`src/hw/rtl/gda_pkg.sv`:
```
// Package for the Gregorian date unit: item types, command and opcode codes,
// calendar constants and month tables. No dependencies.
package gda_pkg;

  localparam int unsigned MAX_YEAR  = 9999;
  localparam int unsigned YEAR_W    = 14;
  localparam int unsigned MONTH_W   = 4;
  localparam int unsigned DAY_W     = 5;
  localparam int unsigned COUNT_W   = 22;
  localparam int unsigned IVAL_W    = 23;
  localparam int unsigned DOY_W     = 9;
  localparam int unsigned DN_W      = 25;
  localparam int unsigned REM_W     = 24;

  localparam logic [REM_W-1:0] DAYS_400Y = 24'd146097;
  localparam logic [REM_W-1:0] DAYS_100Y = 24'd36524;
  localparam logic [REM_W-1:0] DAYS_4Y   = 24'd1461;
  localparam logic [REM_W-1:0] DAYS_1Y   = 24'd365;
  localparam logic [10:0] RECIP_25  = 11'd1311;
  localparam logic [10:0] MUL_365   = 11'd365;
  localparam logic [10:0] MUL_400   = 11'd400;

  localparam logic [1:0] CMD_ADD  = 2'd0;
  localparam logic [1:0] CMD_SUB  = 2'd1;
  localparam logic [1:0] CMD_DIFF = 2'd2;
  localparam logic [1:0] CMD_NOP  = 2'd3;

  typedef struct packed {
    logic [1:0]         command;
    logic [YEAR_W-1:0]  year;
    logic [MONTH_W-1:0] month;
    logic [DAY_W-1:0]   day;
    logic [COUNT_W-1:0] day_count;
    logic [YEAR_W-1:0]  other_year;
    logic [MONTH_W-1:0] other_month;
    logic [DAY_W-1:0]   other_day;
  } in_item_t;

  typedef struct packed {
    logic [YEAR_W-1:0]  result_year;
    logic [MONTH_W-1:0] result_month;
    logic [DAY_W-1:0]   result_day;
    logic [IVAL_W-1:0]  interval;
    logic               is_greater;
    logic               is_equal;
    logic [DOY_W-1:0]   day_of_year;
    logic               out_of_range;
  } out_item_t;

  typedef enum logic [3:0] {
    OP_NONE, OP_LOAD, OP_Q100, OP_Q400, OP_Q25, OP_M365, OP_DN,
    OP_SHIFT, OP_CQ, OP_CC, OP_CF, OP_CK, OP_CM, OP_FIN, OP_OUT
  } op_t;

  typedef struct packed {
    op_t  op;
    logic sel;
  } ctl_t;

  typedef struct packed {
    logic [1:0] cmd;
    logic       neg;
    logic       take;
    logic       out_free;
  } sts_t;

  function automatic logic [DOY_W-1:0] cum_days(input logic [MONTH_W-1:0] m);
    logic [DOY_W-1:0] c;
    unique case (m)
      4'd1:    c = 9'd0;
      4'd2:    c = 9'd31;
      4'd3:    c = 9'd59;
      4'd4:    c = 9'd90;
      4'd5:    c = 9'd120;
      4'd6:    c = 9'd151;
      4'd7:    c = 9'd181;
      4'd8:    c = 9'd212;
      4'd9:    c = 9'd243;
      4'd10:   c = 9'd273;
      4'd11:   c = 9'd304;
      4'd12:   c = 9'd334;
      default: c = 9'd0;
    endcase
    return c;
  endfunction

  function automatic logic [DAY_W-1:0] month_days(input logic [MONTH_W-1:0] m,
                                                  input logic lp);
    logic [DAY_W-1:0] n;
    unique case (m)
      4'd2:                   n = lp ? 5'd29 : 5'd28;
      4'd4, 4'd6, 4'd9, 4'd11: n = 5'd30;
      default:                n = 5'd31;
    endcase
    return n;
  endfunction

endpackage

```
`src/hw/rtl/gda_in_if.sv`:
```
// Input channel of the Gregorian date unit: valid/ready plus one request item.
// Depends on gda_pkg.
interface gda_in_if;
  logic               valid;
  logic               ready;
  gda_pkg::in_item_t  data;
  modport source(output valid, output data, input ready);
  modport sink(input valid, input data, output ready);
endinterface

```
`src/hw/rtl/gda_out_if.sv`:
```
// Result channel of the Gregorian date unit: valid/ready plus one result item.
// Depends on gda_pkg.
interface gda_out_if;
  logic               valid;
  logic               ready;
  gda_pkg::out_item_t data;
  modport source(output valid, output data, input ready);
  modport sink(input valid, input data, output ready);
endinterface

```
`src/hw/rtl/gregorian_date_arithmetic.sv`:
```
// Gregorian date unit top level: controller plus datapath on valid/ready channels.
// Depends on gda_pkg, gda_in_if, gda_out_if, gda_ctrl, gda_datapath.
//
// One request at a time. Add/subtract run the datapath's carry loop, which peels
// off Q (up to 69), the number of 400-year periods in the target day number, then
// C <= 3 centuries, F <= 24 four-year blocks, K <= 3 years and M <= 11 months, one
// per cycle; a shift whose day number falls below zero skips the loop. A plain
// compare and a difference do not enter it. A finished result waits in S_DONE
// while the output register is busy, and in the output register while the next
// request is accepted.
module gregorian_date_arithmetic (
  input logic       clk,
  input logic       rst_n,
  gda_in_if.sink    in_ch,
  gda_out_if.source out_ch
);

  gda_pkg::ctl_t ctl;
  gda_pkg::sts_t sts;

  gda_ctrl u_ctrl (
    .clk      (clk),
    .rst_n    (rst_n),
    .in_valid (in_ch.valid),
    .in_ready (in_ch.ready),
    .sts      (sts),
    .ctl      (ctl)
  );

  gda_datapath u_dp (
    .clk       (clk),
    .rst_n     (rst_n),
    .ctl       (ctl),
    .sts       (sts),
    .in_data   (in_ch.data),
    .out_valid (out_ch.valid),
    .out_ready (out_ch.ready),
    .out_data  (out_ch.data)
  );

endmodule

```
`src/hw/rtl/gda_datapath.sv`:
```
// Datapath of the Gregorian date unit: operand registers, shared constant
// multiplier, day-number and calendar-carry logic, output register. Uses gda_pkg.
module gda_datapath (
  input  logic               clk,
  input  logic               rst_n,
  input  gda_pkg::ctl_t      ctl,
  output gda_pkg::sts_t      sts,
  input  gda_pkg::in_item_t  in_data,
  output logic               out_valid,
  input  logic               out_ready,
  output gda_pkg::out_item_t out_data
);

  logic [1:0]  cmd_r;
  logic [13:0] y1_r, y2_r;
  logic [3:0]  m1_r, m2_r;
  logic [4:0]  d1_r, d2_r;
  logic [21:0] cnt_r;

  logic [7:0]  q100_r, q25_r;
  logic [5:0]  q400_r;
  logic [22:0] y365_r;
  logic signed [24:0] n1_r;

  logic [23:0] r_r;
  logic [6:0]  q_r;
  logic [1:0]  c_r, k_r;
  logic [4:0]  f_r;
  logic [3:0]  mo_r;

  logic [13:0] ry_r;
  logic [3:0]  rm_r;
  logic [4:0]  rd_r;
  logic [22:0] iv_r;
  logic [8:0]  doy_r;
  logic        oor_r;
  logic        out_valid_r;
  gda_pkg::out_item_t res_r;

  logic [13:0] ys;
  logic [3:0]  ms, mm;
  logic [4:0]  ds;
  logic [14:0] mul_a;
  logic [10:0] mul_k;
  logic [25:0] mul_p;
  logic        y4, div100, lp, lp_t;
  logic [11:0] q25x;
  logic [8:0]  ord;
  logic [12:0] a4;
  logic signed [24:0] dn, diff, t;
  logic [22:0] sat;
  logic [23:0] clen, flen, ylen, mlen;
  logic [16:0] ty;
  logic        ty_bad, take, gt, eq;

  assign ys = ctl.sel ? y2_r : y1_r;
  assign ms = ctl.sel ? m2_r : m1_r;
  assign ds = ctl.sel ? d2_r : d1_r;

  always_comb begin
    mul_a = '0;
    mul_k = '0;
    unique case (ctl.op)
      gda_pkg::OP_Q100: begin
        mul_a = 15'((({1'b0, ys} + 15'd99) >> 2));
        mul_k = gda_pkg::RECIP_25;
      end
      gda_pkg::OP_Q400: begin
        mul_a = 15'((({1'b0, ys} + 15'd399) >> 4));
        mul_k = gda_pkg::RECIP_25;
      end
      gda_pkg::OP_Q25: begin
        mul_a = {3'b0, ys[13:2]};
        mul_k = gda_pkg::RECIP_25;
      end
      gda_pkg::OP_M365: begin
        mul_a = {1'b0, ys};
        mul_k = gda_pkg::MUL_365;
      end
      gda_pkg::OP_FIN: begin
        mul_a = {8'b0, q_r};
        mul_k = gda_pkg::MUL_400;
      end
      default: ;
    endcase
  end

  assign mul_p = {11'b0, mul_a} * {15'b0, mul_k};

  always_comb begin
    if (ms == 4'd0)      mm = 4'd1;
    else if (ms > 4'd12) mm = 4'd12;
    else                 mm = ms;
  end

  assign y4     = (ys[1:0] == 2'd0);
  assign q25x   = 12'({4'b0, q25_r} * 12'd25);
  assign div100 = y4 && (q25x == ys[13:2]);
  assign lp     = y4 && (!div100 || (ys[3:0] == 4'd0));
  assign ord    = {4'b0, ds} + gda_pkg::cum_days(mm) + {8'b0, (lp && (mm > 4'd2))};
  assign a4     = 13'((({1'b0, ys} + 15'd3) >> 2));

  assign dn = $signed({2'b00, y365_r}) + $signed({12'b0, a4}) - $signed({17'b0, q100_r})
            + $signed({19'b0, q400_r}) + $signed({16'b0, ord}) - 25'sd1;
  assign diff = n1_r - dn;

  always_comb begin
    if (diff > 25'sd4194303)       sat = 23'h3FFFFF;
    else if (diff < -25'sd4194304) sat = 23'h400000;
    else                           sat = diff[22:0];
  end

  assign t = (cmd_r == gda_pkg::CMD_SUB) ? n1_r - $signed({3'b0, cnt_r})
                                         : n1_r + $signed({3'b0, cnt_r});

  assign lp_t = (k_r == 2'd0) && ((f_r != 5'd0) || (c_r == 2'd0));
  assign clen = (c_r == 2'd0) ? gda_pkg::DAYS_100Y + 24'd1 : gda_pkg::DAYS_100Y;
  assign flen = ((f_r == 5'd0) && (c_r != 2'd0)) ? gda_pkg::DAYS_4Y - 24'd1
                                                 : gda_pkg::DAYS_4Y;
  assign ylen = gda_pkg::DAYS_1Y + {23'b0, lp_t};
  assign mlen = {19'b0, gda_pkg::month_days(mo_r, lp_t)};

  always_comb begin
    unique case (ctl.op)
      gda_pkg::OP_CQ: take = (r_r >= gda_pkg::DAYS_400Y);
      gda_pkg::OP_CC: take = (c_r != 2'd3) && (r_r >= clen);
      gda_pkg::OP_CF: take = (f_r != 5'd24) && (r_r >= flen);
      gda_pkg::OP_CK: take = (k_r != 2'd3) && (r_r >= ylen);
      gda_pkg::OP_CM: take = (mo_r != 4'd12) && (r_r >= mlen);
      default:        take = 1'b0;
    endcase
  end

  assign ty = mul_p[16:0] + ({15'b0, c_r} * 17'd100) + {10'b0, f_r, 2'b0} + {15'b0, k_r};
  assign ty_bad = (ty == 17'd0) || (ty > 17'(gda_pkg::MAX_YEAR)) || (ty > 17'd16383);

  assign gt = (y1_r > y2_r) || ((y1_r == y2_r) && (m1_r > m2_r))
           || ((y1_r == y2_r) && (m1_r == m2_r) && (d1_r > d2_r));
  assign eq = (y1_r == y2_r) && (m1_r == m2_r) && (d1_r == d2_r);

  always_ff @(posedge clk) begin
    unique case (ctl.op)
      gda_pkg::OP_LOAD: begin
        cmd_r <= in_data.command;
        y1_r  <= in_data.year;
        m1_r  <= in_data.month;
        d1_r  <= in_data.day;
        cnt_r <= in_data.day_count;
        y2_r  <= in_data.other_year;
        m2_r  <= in_data.other_month;
        d2_r  <= in_data.other_day;
        ry_r  <= in_data.year;
        rm_r  <= in_data.month;
        rd_r  <= in_data.day;
        iv_r  <= '0;
        oor_r <= 1'b0;
      end
      gda_pkg::OP_Q100: q100_r <= mul_p[22:15];
      gda_pkg::OP_Q400: q400_r <= mul_p[20:15];
      gda_pkg::OP_Q25:  q25_r  <= mul_p[22:15];
      gda_pkg::OP_M365: y365_r <= mul_p[22:0];
      gda_pkg::OP_DN: begin
        if (ctl.sel) begin
          iv_r <= sat;
        end else begin
          n1_r  <= dn;
          doy_r <= ord;
        end
      end
      gda_pkg::OP_SHIFT: begin
        r_r  <= t[23:0];
        q_r  <= '0;
        c_r  <= '0;
        f_r  <= '0;
        k_r  <= '0;
        mo_r <= 4'd1;
        if (t[24]) oor_r <= 1'b1;
      end
      gda_pkg::OP_CQ: if (take) begin
        r_r <= r_r - gda_pkg::DAYS_400Y;
        q_r <= q_r + 7'd1;
      end
      gda_pkg::OP_CC: if (take) begin
        r_r <= r_r - clen;
        c_r <= c_r + 2'd1;
      end
      gda_pkg::OP_CF: if (take) begin
        r_r <= r_r - flen;
        f_r <= f_r + 5'd1;
      end
      gda_pkg::OP_CK: if (take) begin
        r_r <= r_r - ylen;
        k_r <= k_r + 2'd1;
      end
      gda_pkg::OP_CM: if (take) begin
        r_r  <= r_r - mlen;
        mo_r <= mo_r + 4'd1;
      end
      gda_pkg::OP_FIN: begin
        if (ty_bad) begin
          oor_r <= 1'b1;
        end else begin
          ry_r <= ty[13:0];
          rm_r <= mo_r;
          rd_r <= r_r[4:0] + 5'd1;
        end
      end
      gda_pkg::OP_OUT: begin
        res_r.result_year  <= ry_r;
        res_r.result_month <= rm_r;
        res_r.result_day   <= rd_r;
        res_r.interval     <= iv_r;
        res_r.is_greater   <= gt;
        res_r.is_equal     <= eq;
        res_r.day_of_year  <= doy_r;
        res_r.out_of_range <= oor_r;
      end
      default: ;
    endcase
  end

  always_ff @(posedge clk) begin
    if (!rst_n) begin
      out_valid_r <= 1'b0;
    end else if (ctl.op == gda_pkg::OP_OUT) begin
      out_valid_r <= 1'b1;
    end else if (out_ready) begin
      out_valid_r <= 1'b0;
    end
  end

  assign out_valid    = out_valid_r;
  assign out_data     = res_r;
  assign sts.cmd      = cmd_r;
  assign sts.neg      = t[24];
  assign sts.take     = take;
  assign sts.out_free = !out_valid_r || out_ready;

endmodule

```
`src/hw/rtl/gda_ctrl.sv`:
```
// Controller of the Gregorian date unit: one-hot sequencer issuing datapath
// opcodes. Uses gda_pkg.
module gda_ctrl (
  input  logic          clk,
  input  logic          rst_n,
  input  logic          in_valid,
  output logic          in_ready,
  input  gda_pkg::sts_t sts,
  output gda_pkg::ctl_t ctl
);

  typedef enum logic [13:0] {
    S_IDLE  = 14'b00000000000001,
    S_Q100  = 14'b00000000000010,
    S_Q400  = 14'b00000000000100,
    S_Q25   = 14'b00000000001000,
    S_M365  = 14'b00000000010000,
    S_DN    = 14'b00000000100000,
    S_SHIFT = 14'b00000001000000,
    S_CQ    = 14'b00000010000000,
    S_CC    = 14'b00000100000000,
    S_CF    = 14'b00001000000000,
    S_CK    = 14'b00010000000000,
    S_CM    = 14'b00100000000000,
    S_FIN   = 14'b01000000000000,
    S_DONE  = 14'b10000000000000
  } state_t;

  state_t state_r, state_nxt;
  logic   sel_r, sel_nxt;
  logic   in_acc;

  assign in_ready = (state_r == S_IDLE);
  assign in_acc   = in_valid && in_ready;

  always_comb begin
    state_nxt = state_r;
    sel_nxt   = sel_r;
    ctl.op    = gda_pkg::OP_NONE;
    ctl.sel   = sel_r;
    unique case (state_r)
      S_IDLE: if (in_valid) begin
        ctl.op    = gda_pkg::OP_LOAD;
        sel_nxt   = 1'b0;
        state_nxt = S_Q100;
      end
      S_Q100: begin
        ctl.op    = gda_pkg::OP_Q100;
        state_nxt = S_Q400;
      end
      S_Q400: begin
        ctl.op    = gda_pkg::OP_Q400;
        state_nxt = S_Q25;
      end
      S_Q25: begin
        ctl.op    = gda_pkg::OP_Q25;
        state_nxt = S_M365;
      end
      S_M365: begin
        ctl.op    = gda_pkg::OP_M365;
        state_nxt = S_DN;
      end
      S_DN: begin
        ctl.op = gda_pkg::OP_DN;
        priority if (sel_r) begin
          sel_nxt   = 1'b0;
          state_nxt = S_DONE;
        end else if (sts.cmd == gda_pkg::CMD_DIFF) begin
          sel_nxt   = 1'b1;
          state_nxt = S_Q100;
        end else if (sts.cmd == gda_pkg::CMD_ADD || sts.cmd == gda_pkg::CMD_SUB) begin
          state_nxt = S_SHIFT;
        end else begin
          state_nxt = S_DONE;
        end
      end
      S_SHIFT: begin
        ctl.op    = gda_pkg::OP_SHIFT;
        state_nxt = sts.neg ? S_DONE : S_CQ;
      end
      S_CQ: begin
        ctl.op = gda_pkg::OP_CQ;
        if (!sts.take) state_nxt = S_CC;
      end
      S_CC: begin
        ctl.op = gda_pkg::OP_CC;
        if (!sts.take) state_nxt = S_CF;
      end
      S_CF: begin
        ctl.op = gda_pkg::OP_CF;
        if (!sts.take) state_nxt = S_CK;
      end
      S_CK: begin
        ctl.op = gda_pkg::OP_CK;
        if (!sts.take) state_nxt = S_CM;
      end
      S_CM: begin
        ctl.op = gda_pkg::OP_CM;
        if (!sts.take) state_nxt = S_FIN;
      end
      S_FIN: begin
        ctl.op    = gda_pkg::OP_FIN;
        state_nxt = S_DONE;
      end
      S_DONE: if (sts.out_free) begin
        ctl.op    = gda_pkg::OP_OUT;
        state_nxt = S_IDLE;
      end
      default: state_nxt = S_IDLE;
    endcase
  end

  always_ff @(posedge clk) begin
    if (!rst_n) begin
      state_r <= S_IDLE;
      sel_r   <= 1'b0;
    end else begin
      state_r <= state_nxt;
      sel_r   <= sel_nxt;
    end
  end

  a_accept_starts: assert property (@(posedge clk) disable iff (!rst_n)
    in_acc |=> (state_r == S_Q100))
    else $error("accepted item did not start conversion");

  a_done_holds: assert property (@(posedge clk) disable iff (!rst_n)
    (state_r == S_DONE && !sts.out_free) |=> (state_r == S_DONE))
    else $error("result dropped while output slot busy");

  a_neg_skips: assert property (@(posedge clk) disable iff (!rst_n)
    (state_r == S_SHIFT && sts.neg) |=> (state_r == S_DONE))
    else $error("negative day number entered carry loop");

  a_out_only_free: assert property (@(posedge clk) disable iff (!rst_n)
    (ctl.op == gda_pkg::OP_OUT) |-> sts.out_free)
    else $error("output register overwritten");

endmodule

```
`src/flat_wrapper.sv`:
```
// flat-port wrapper written by rule: the top's interface ports become plain ports
module gregorian_date_arithmetic_flat 
  (clk, rst_n, in_ch_valid, in_ch_data, in_ch_ready, out_ch_valid, out_ch_data, out_ch_ready);
  gda_in_if in_ch_i ();
  gda_out_if out_ch_i ();
  input logic clk;
  input logic rst_n;
  input wire logic [$bits(in_ch_i.valid)-1:0] in_ch_valid;
  input wire logic [$bits(in_ch_i.data)-1:0] in_ch_data;
  output wire logic [$bits(in_ch_i.ready)-1:0] in_ch_ready;
  output wire logic [$bits(out_ch_i.valid)-1:0] out_ch_valid;
  output wire logic [$bits(out_ch_i.data)-1:0] out_ch_data;
  input wire logic [$bits(out_ch_i.ready)-1:0] out_ch_ready;
  assign in_ch_i.valid = in_ch_valid;
  assign in_ch_i.data = in_ch_data;
  assign in_ch_ready = in_ch_i.ready;
  assign out_ch_valid = out_ch_i.valid;
  assign out_ch_data = out_ch_i.data;
  assign out_ch_i.ready = out_ch_ready;
  gregorian_date_arithmetic u_core (.clk(clk), .rst_n(rst_n), .in_ch(in_ch_i), .out_ch(out_ch_i));
endmodule
```
`config.mk`:
```
export PLATFORM = sky130hd
export DESIGN_NAME = gregorian_date_arithmetic_flat
export DESIGN_NICKNAME = d
export VERILOG_FILES = /design/src/hw/rtl/gda_pkg.sv /design/src/hw/rtl/gda_in_if.sv /design/src/hw/rtl/gda_out_if.sv /design/src/hw/rtl/gregorian_date_arithmetic.sv /design/src/hw/rtl/gda_datapath.sv /design/src/hw/rtl/gda_ctrl.sv /design/src/flat_wrapper.sv
export SDC_FILE = /design/constraint.sdc
export NUM_CORES = 1
export LEC_CHECK = 0
export BUFFER_PORTS_ARGS = -buffer_cell sky130_fd_sc_hd__buf_2
export CAP_MARGIN = 20
export CORE_ASPECT_RATIO = 1.75
export CORE_MARGIN = 3
export CORE_UTILIZATION = 60
export CTS_BUF_LIST = sky130_fd_sc_hd__clkbuf_8
export DETAILED_ROUTE_END_ITERATION = 10
export PLACE_DENSITY_LB_ADDON = 0.08
export SETUP_SLACK_MARGIN = 0.15
export SLEW_MARGIN = 15
export SYNTH_ARGS = -nofsm -noshare
export SYNTH_HDL_FRONTEND = slang
export SYNTH_SLANG_ARGS = --single-unit
```
`constraint.sdc`:
```
create_clock -name clk -period 13 [get_ports clk]
set_input_delay 0.65 -clock clk [delete_from_list [all_inputs] [get_ports clk]]
set_output_delay 0.65 -clock clk [all_outputs]
set_load 0.1 [all_outputs]
```
==> results of run 1 <==
-- cells in the mapped netlist (all sizes together) (50+ instances only) --
cell type  instances  area share, %
inv              348            4.9
edfxtp           298             34
ha               263             12
nand2            219            3.1
nor2             193            2.7
o21ai            169            3.2
a21oi            150            2.8
fa               129            9.7
xnor2            113            3.7
clkbuf            66           0.93
xor2              64            2.1
nor3              58            1.1
a21o              50            1.4
-- power groups by stage --
| stage | Clock [W] | Combinational, W | Sequential, W |
|---|---|---|---|
| 2_1_floorplan | 0 | 0.00337 | 0.00146 |
| 3_3_place_gp | 0 | 0.00436 | 0.00149 |
| 3_5_place_dp | 0 | 0.00443 | 0.00149 |
| 4_1_cts | 0.000898 | 0.00448 | 0.00147 |
| 5_1_grt | 0.000938 | 0.00503 | 0.00148 |
| 6_report | 0.000881 | 0.00452 | 0.00147 |
-- stage by stage --
step | cell area [µm²] | cells | power [W] | setup WS (ps)
floorplan | 26530 | 2737 | 0.004829 | 3404
global placement | 27900 | 3389 | 0.005845 | 2117
detailed placement | 27910 | 3391 | 0.005923 | 2273
finish | 28960 | 3486 | 0.006874 | 2177
CTS | 28930 | 3482 | 0.006849 | 2247
global route | 28960 | 3486 | 0.007444 | 1488
-- worst register-to-register path, delay by kind of cell, from the launching register on --
family / cells / cell delay, ps
and+or+nand+nor: 7 / 1020
AOI/OAI and AO/OA: 18 / 3620
buffers and inverters: 4 / 490
adders and majority gates: 11 / 4370
xor gates and xnor gates: 4 / 650
DFF: 1 / 430
-- cells by family after synthesis --
family,after synthesis
AO/OA/AOI/OAI,616
buffers and inverters,428
AND/OR/NAND/NOR,756
other,2
XOR/XNOR,178
multiplexers,38
flip-flops,314
adder cells (fa/ha/maj),398
-- flip-flops by register name, summed over array words and instances, names as in the netlist, 9 cells and up --
| signal | flops |
|---|---|
| u_core.u_ctrl.state_r | 14 |
| u_core.u_dp.cnt_r | 22 |
| u_core.u_dp.doy_r | 9 |
| u_core.u_dp.iv_r | 23 |
| u_core.u_dp.n1_r | 25 |
| u_core.u_dp.out_data | 58 |
| u_core.u_dp.r_r | 24 |
| u_core.u_dp.ry_r | 14 |
| u_core.u_dp.y1_r | 14 |
| u_core.u_dp.y2_r | 14 |
| u_core.u_dp.y365_r | 23 |
-- layer usage --
metal  up-vias  global-route usage [%]  part of all wire, %
met5         -                       0                    0
met4         0                   26.23                   10
met3       325                   3.812                  4.9
met2       812                   57.94                   51
met1     10190                   34.43                   35
li1       9939                       -                    -
-- layout make-up --
class	instances	area, µm²
Antenna cell	2	5.005
Clock buffer	50	688.2
Clock inverter	41	330.3
Fill cell	3563	14520
Inverter	349	1310
Multi-Input combinational cell	1995	15700
Sequential cell	314	9270
Tap cell	566	708.2
Timing Repair Buffer	169	940.9
-- path summary, 6_finish.rpt --
kind | endpoint | slack (ps) | from
worst max-delay path | u_core.u_dp.iv_r[9] | 2180 | u_core.u_dp.q25_r[2]
worst min-delay path | u_core.u_dp.m2_r[0] | 200 | in_ch_data[5]
worst max register to register | u_core.u_dp.iv_r[9] | 2180 | u_core.u_dp.q25_r[2]
worst min register to register | u_core.u_dp.out_data[28] | 410 | u_core.u_dp.iv_r[16]
==> flow_summary.yaml, run 1 <==
die:
  die_x_um: 164.9
  io_pins: 134
  std_cell_rows: 101
  fp.coreArea_um2: 43470
  die-area_um2: 46820
  die_h_um: 284.0
  initial_core_util_pct: 60.96
grt:
  antenna_found_initial: 2
  grt_max_degree: 72
  grt_use_total_pct: 32.82
  grt_pass1_vias: 21930
  grt_pass1_wl_um: 118100
  grt-ovfl-total: 0
power:
  combPwrFrac_pct: 65.8
  leakage_nw: 12.67
  sw_frac_of_total_pct: 46.51
  ir_worst_vdd_v: 0.0003190
  p_clk_share_pct: 12.8
  p_sw_w: 0.003197
  power_frac_seq_pct: 21.4
  intPower_w: 0.003676
  power.density_nw_per_um2: 237.4
drt:
  antenna_left: 0
  dr.pass1.iters: 8
  vias: 21260
  wl_um: 76570
  drt-initial-drc-count: 1765
  wire_per_inst_um: 21.97
  viasPerCell: 6.099
  drc: 0
critical_path:
  cp-end-kind: "register"
  reg2reg_depth: 44
  cp.arrival_ps: 11140
  path_delay_family: "adder cells"
  cp-start-kind: "register"
  critPathMaxStageDelay_ps: 540
  cpMaxStageDelayCell: "fa_1"
  cp.depth: 44
  crit_buf_inv: 4
  cp_data_required_time_ps: 13320
  worstSetupPathType: "register to register"
  crit_fanout: 14
placed_design:
  hpwl_um: 61250
  gp_congestion: 0.9803
  port_buffers: 133
clock_network:
  clock_sinks: 314
  clk_pin_slew_ps: 80
  cts_buffer_depth: 3
  cts_hold_buf: 0
  h-tree-depth: 2
  insertion_delay_ps: 620
  cts_root_buffer: "clkbuf_8"
  cts_resized: 0
  post_cts_buffers: 0
  cts_buffers: 50
  cts_tree: "yes"
yosys:
  synth-xor-area-share_pct: 5.935
  synthCells: 2730
  synth_cell_types: 96
  synth_seq_cells: 314
  synthArstFlopShare_pct: 0
  synth-edff-count: 298
  synthSimpleGateAreaFrac_pct: 13.94
  syn_avg_cell_area_um2: 9.707
  netlist_area_um2: 26500
  ys.flop_type: "edfxtp_1"
  synth-adder-area-share_pct: 22.41
  yosys_warnings: 0
  synth-seq-area-share_pct: 34.98
  synth_top_family_by_area: "adder cells"
  synth_compound_area_share_pct: 15.10
  synth.mux.area_fraction_pct: 1.473
sta:
  drv_slew: 0
  fin_crit_ps: 10820
  hold_viol_final: 0
  fin_setup_tns_ps: 0
  worst_slew_pin_slew_ps: 1069
  post-route-period-util_pct: 83.25
  slew-limit-headroom_pct: 28.54
  finClkSkew_ps: 43.43
  rsz0062_at_grt: "no"
  setup_viol: 0
  fmax_mhz: 92.40
  hold_ws_ps: 197.6
finish:
  final_cell_mix: "inv_1, edfxtp_1, ha_1"
  final_common_cell: "inv_1"
  syn2layout_area_growth_pct: 9.269
  layout.nets: 3345
  fin_util_pct: 66.61
  layout-drive-gt1-share_pct: 10.14
hold_path:
  hp-class: "input pin to register"
  min_path_cells: 1
outcome:
  outcome: "finished, final reports clean"
flow_run:
  cap_violations: 0
(Power assumes the default switching activity.)
==> run 2: changes to the inputs <==
==> constraint.sdc (replaced) <==
create_clock -name clk -period 10.15 [get_ports clk]
set_input_delay 0.5075 -clock clk [delete_from_list [all_inputs] [get_ports clk]]
set_output_delay 0.5075 -clock clk [all_outputs]
set_load 0.1 [all_outputs]
==> run 2 against run 1 <==
Net effect: critical path depth rose by 3; hold slack got worse by 130 ps; sequential power rose by 29%; sequential share of layout area fell by 1.5 points; critical endpoint is now u_core.u_dp.iv_r[12]; clock-buffer cell count fell by 2; largest power group unchanged; first-iteration DRC count rose by 2.0%.
==> flow_summary.yaml, run 2 (synthesized netlist as in run 1, its figures left out) <==
clock_network:
  cts_buffer_depth: 3
  cts_hold_buf: 0
  cts_root_buffer: "clkbuf_8"
  clock_sinks: 314
  clk_pin_slew_ps: 80
  h-tree-depth: 2
  cts_tree: "yes"
  cts_buffers: 47
  insertion_delay_ps: 620
hold_path:
  min_to: "u_core.u_dp.cnt_r[3]"
  hold_start: "in_ch_data[26]"
  min_path_cells: 1
  hp-class: "input pin to register"
power:
  ir_worst_vdd_v: 0.0005517
  power.density_nw_per_um2: 337.5
  power_w: 0.01026
  leakage_nw: 13.30
outcome:
  outcome: "finished, final reports clean"
finish:
  multi_input_area_um2: 16370
  final_cell_mix: "inv_1, edfxtp_1, ha_1"
  regArea_um2: 9270
  fillerInstances: 3348
  fin_util_pct: 69.93
  stdcell_count: 3584
  final_common_cell: "inv_1"
  syn2layout_area_growth_pct: 14.72
  finish.instance_area_um2: 30400
  layout-drive-gt1-share_pct: 16.14
  layout.nets: 3453
  largest_reg_flops: 58
grt:
  antenna_found_initial: 1
  grt_use_total_pct: 34.48
  grt_pass1_vias: 22610
  grt_pass1_wl_um: 123600
  grt_max_degree: 72
  grt-ovfl-total: 0
critical_path:
  cp.arrival_ps: 10330
  cpMostUsedCell: "ha_4"
  worstSetupPathType: "register to register"
  crit_fanout: 5
  cp-end-kind: "register"
  cpMaxStageDelayCell: "fa_1"
  worstReg2RegEnd: "u_core.u_dp.iv_r[12]"
  cp_data_required_time_ps: 10510
  cp-start-kind: "register"
  rrSetupSlack_ps: 180
  reg2reg_depth: 47
  critPathMaxStageDelay_ps: 550
  reg2reg_from: "u_core.u_dp.q25_r[2]"
sta:
  hold_ws_ps: 66.52
  hold_viol_final: 0
  worst_slew_pin_slew_ps: 1118
  slew-limit-headroom_pct: 25.28
  fmax_mhz: 100.3
  finClkSkew_ps: 40.52
  fin_crit_ps: 9972
  drv_slew: 0
  setup_viol: 0
  post-route-period-util_pct: 98.25
  rsz0062_at_grt: "yes"
flow_run:
  cap_violations: 0
die:
  fp.coreArea_um2: 43470
  initial_core_util_pct: 60.96
  die_x_um: 164.9
  io_pins: 134
  die_h_um: 284.0
  die-area_um2: 46820
  std_cell_rows: 101
placed_design:
  gp_congestion: 1.007
  port_buffers: 133
  dp.cells: 3477
  place_area_um2: 28590
  hpwl_um: 64230
drt:
  viasPerCell: 6.206
  vias: 22240
  antenna_left: 0
  dr.pass1.iters: 6
  drc: 0
  wire_per_inst_um: 23.19
  drt-initial-drc-count: 1801
  wl_um: 83120
run 2: cell types whose count changed in the layout (fill, tap and decap cells not counted), sizes merged:
cell      previous run  this run
clkinv              23        18
bufinv               5         3
diode                2         1
buf                169       278
clkinvlp             5         2
run 2: through the flow:
stage,setup WS (ps),TNS (ps)
after global placement,165.7,0
after floorplan,554.5,0
after global routing,-213.7,-3354
after CTS,168.7,0
final,178.1,0
after detailed placement,-75.27,-302.8
run 2: layout make-up:
class                   count  area share (%)
inverters                 349           4.309
flip-flops and latches    314           30.49
well taps                 566           2.330
diodes                      1        0.008231
multi-input cells        1995           53.83
clock buffers              48           2.173
clock inverters            31          0.7120
repair buffers            280           6.141
run 2: routing by layer:
metal / wire [µm] / up-vias / track usage [%]
met3: 4598 / 384 / 3.797
met1: 27200 / 10690 / 35.63
met2: 42250 / 1032 / 60.59
met5: 0 / - / 0
met4: 9061 / 0 / 29.63
li1: - / 10140 / -
run 2: worst max-delay path: cells and delay by family (launching register included):
| kind | cells | cell delay [ps] |
|---|---|---|
| buf+inv | 7 | 900 |
| compound gates | 18 | 3070 |
| simple gates | 7 | 950 |
| fa+ha+maj | 11 | 3740 |
| xor+xnor | 4 | 610 |
| flops | 1 | 460 |
run 2: what timing repair did:
action / 4_1_cts / 5_1_grt
setup buffers: 1 / 20
cloned: 0 / 6
pin swaps: 3 / 78
endpoints found under the setup margin: 22 / 23
resized for setup: 13 / 112
run 2: how the worst max path moves through the flow:
stage | cells past startpoint | slack [ps] | endpoint | from
CTS | 45 | 170 | u_core.u_dp.iv_r[9] | u_core.u_dp.q25_r[2]
finish | 47 | 180 | u_core.u_dp.iv_r[12] | u_core.u_dp.q25_r[2]
global placement | 45 | 170 | u_core.u_dp.iv_r[3] | u_core.u_dp.q25_r[2]
global route | 44 | -210 | u_core.u_dp.iv_r[10] | u_core.u_dp.q25_r[2]
detailed placement | 45 | -80 | u_core.u_dp.iv_r[9] | u_core.u_dp.q25_r[2]
floorplan | 44 | 550 | u_core.u_dp.iv_r[21] | u_core.u_dp.q25_r[2]
run 2: power by group:
group / internal [W] / switching, W
Clock: 0.000515 / 0.000514
Combinational: 0.00315 / 0.00419
Sequential: 0.00180 / 0.0000916
Total: 0.00546 / 0.00480
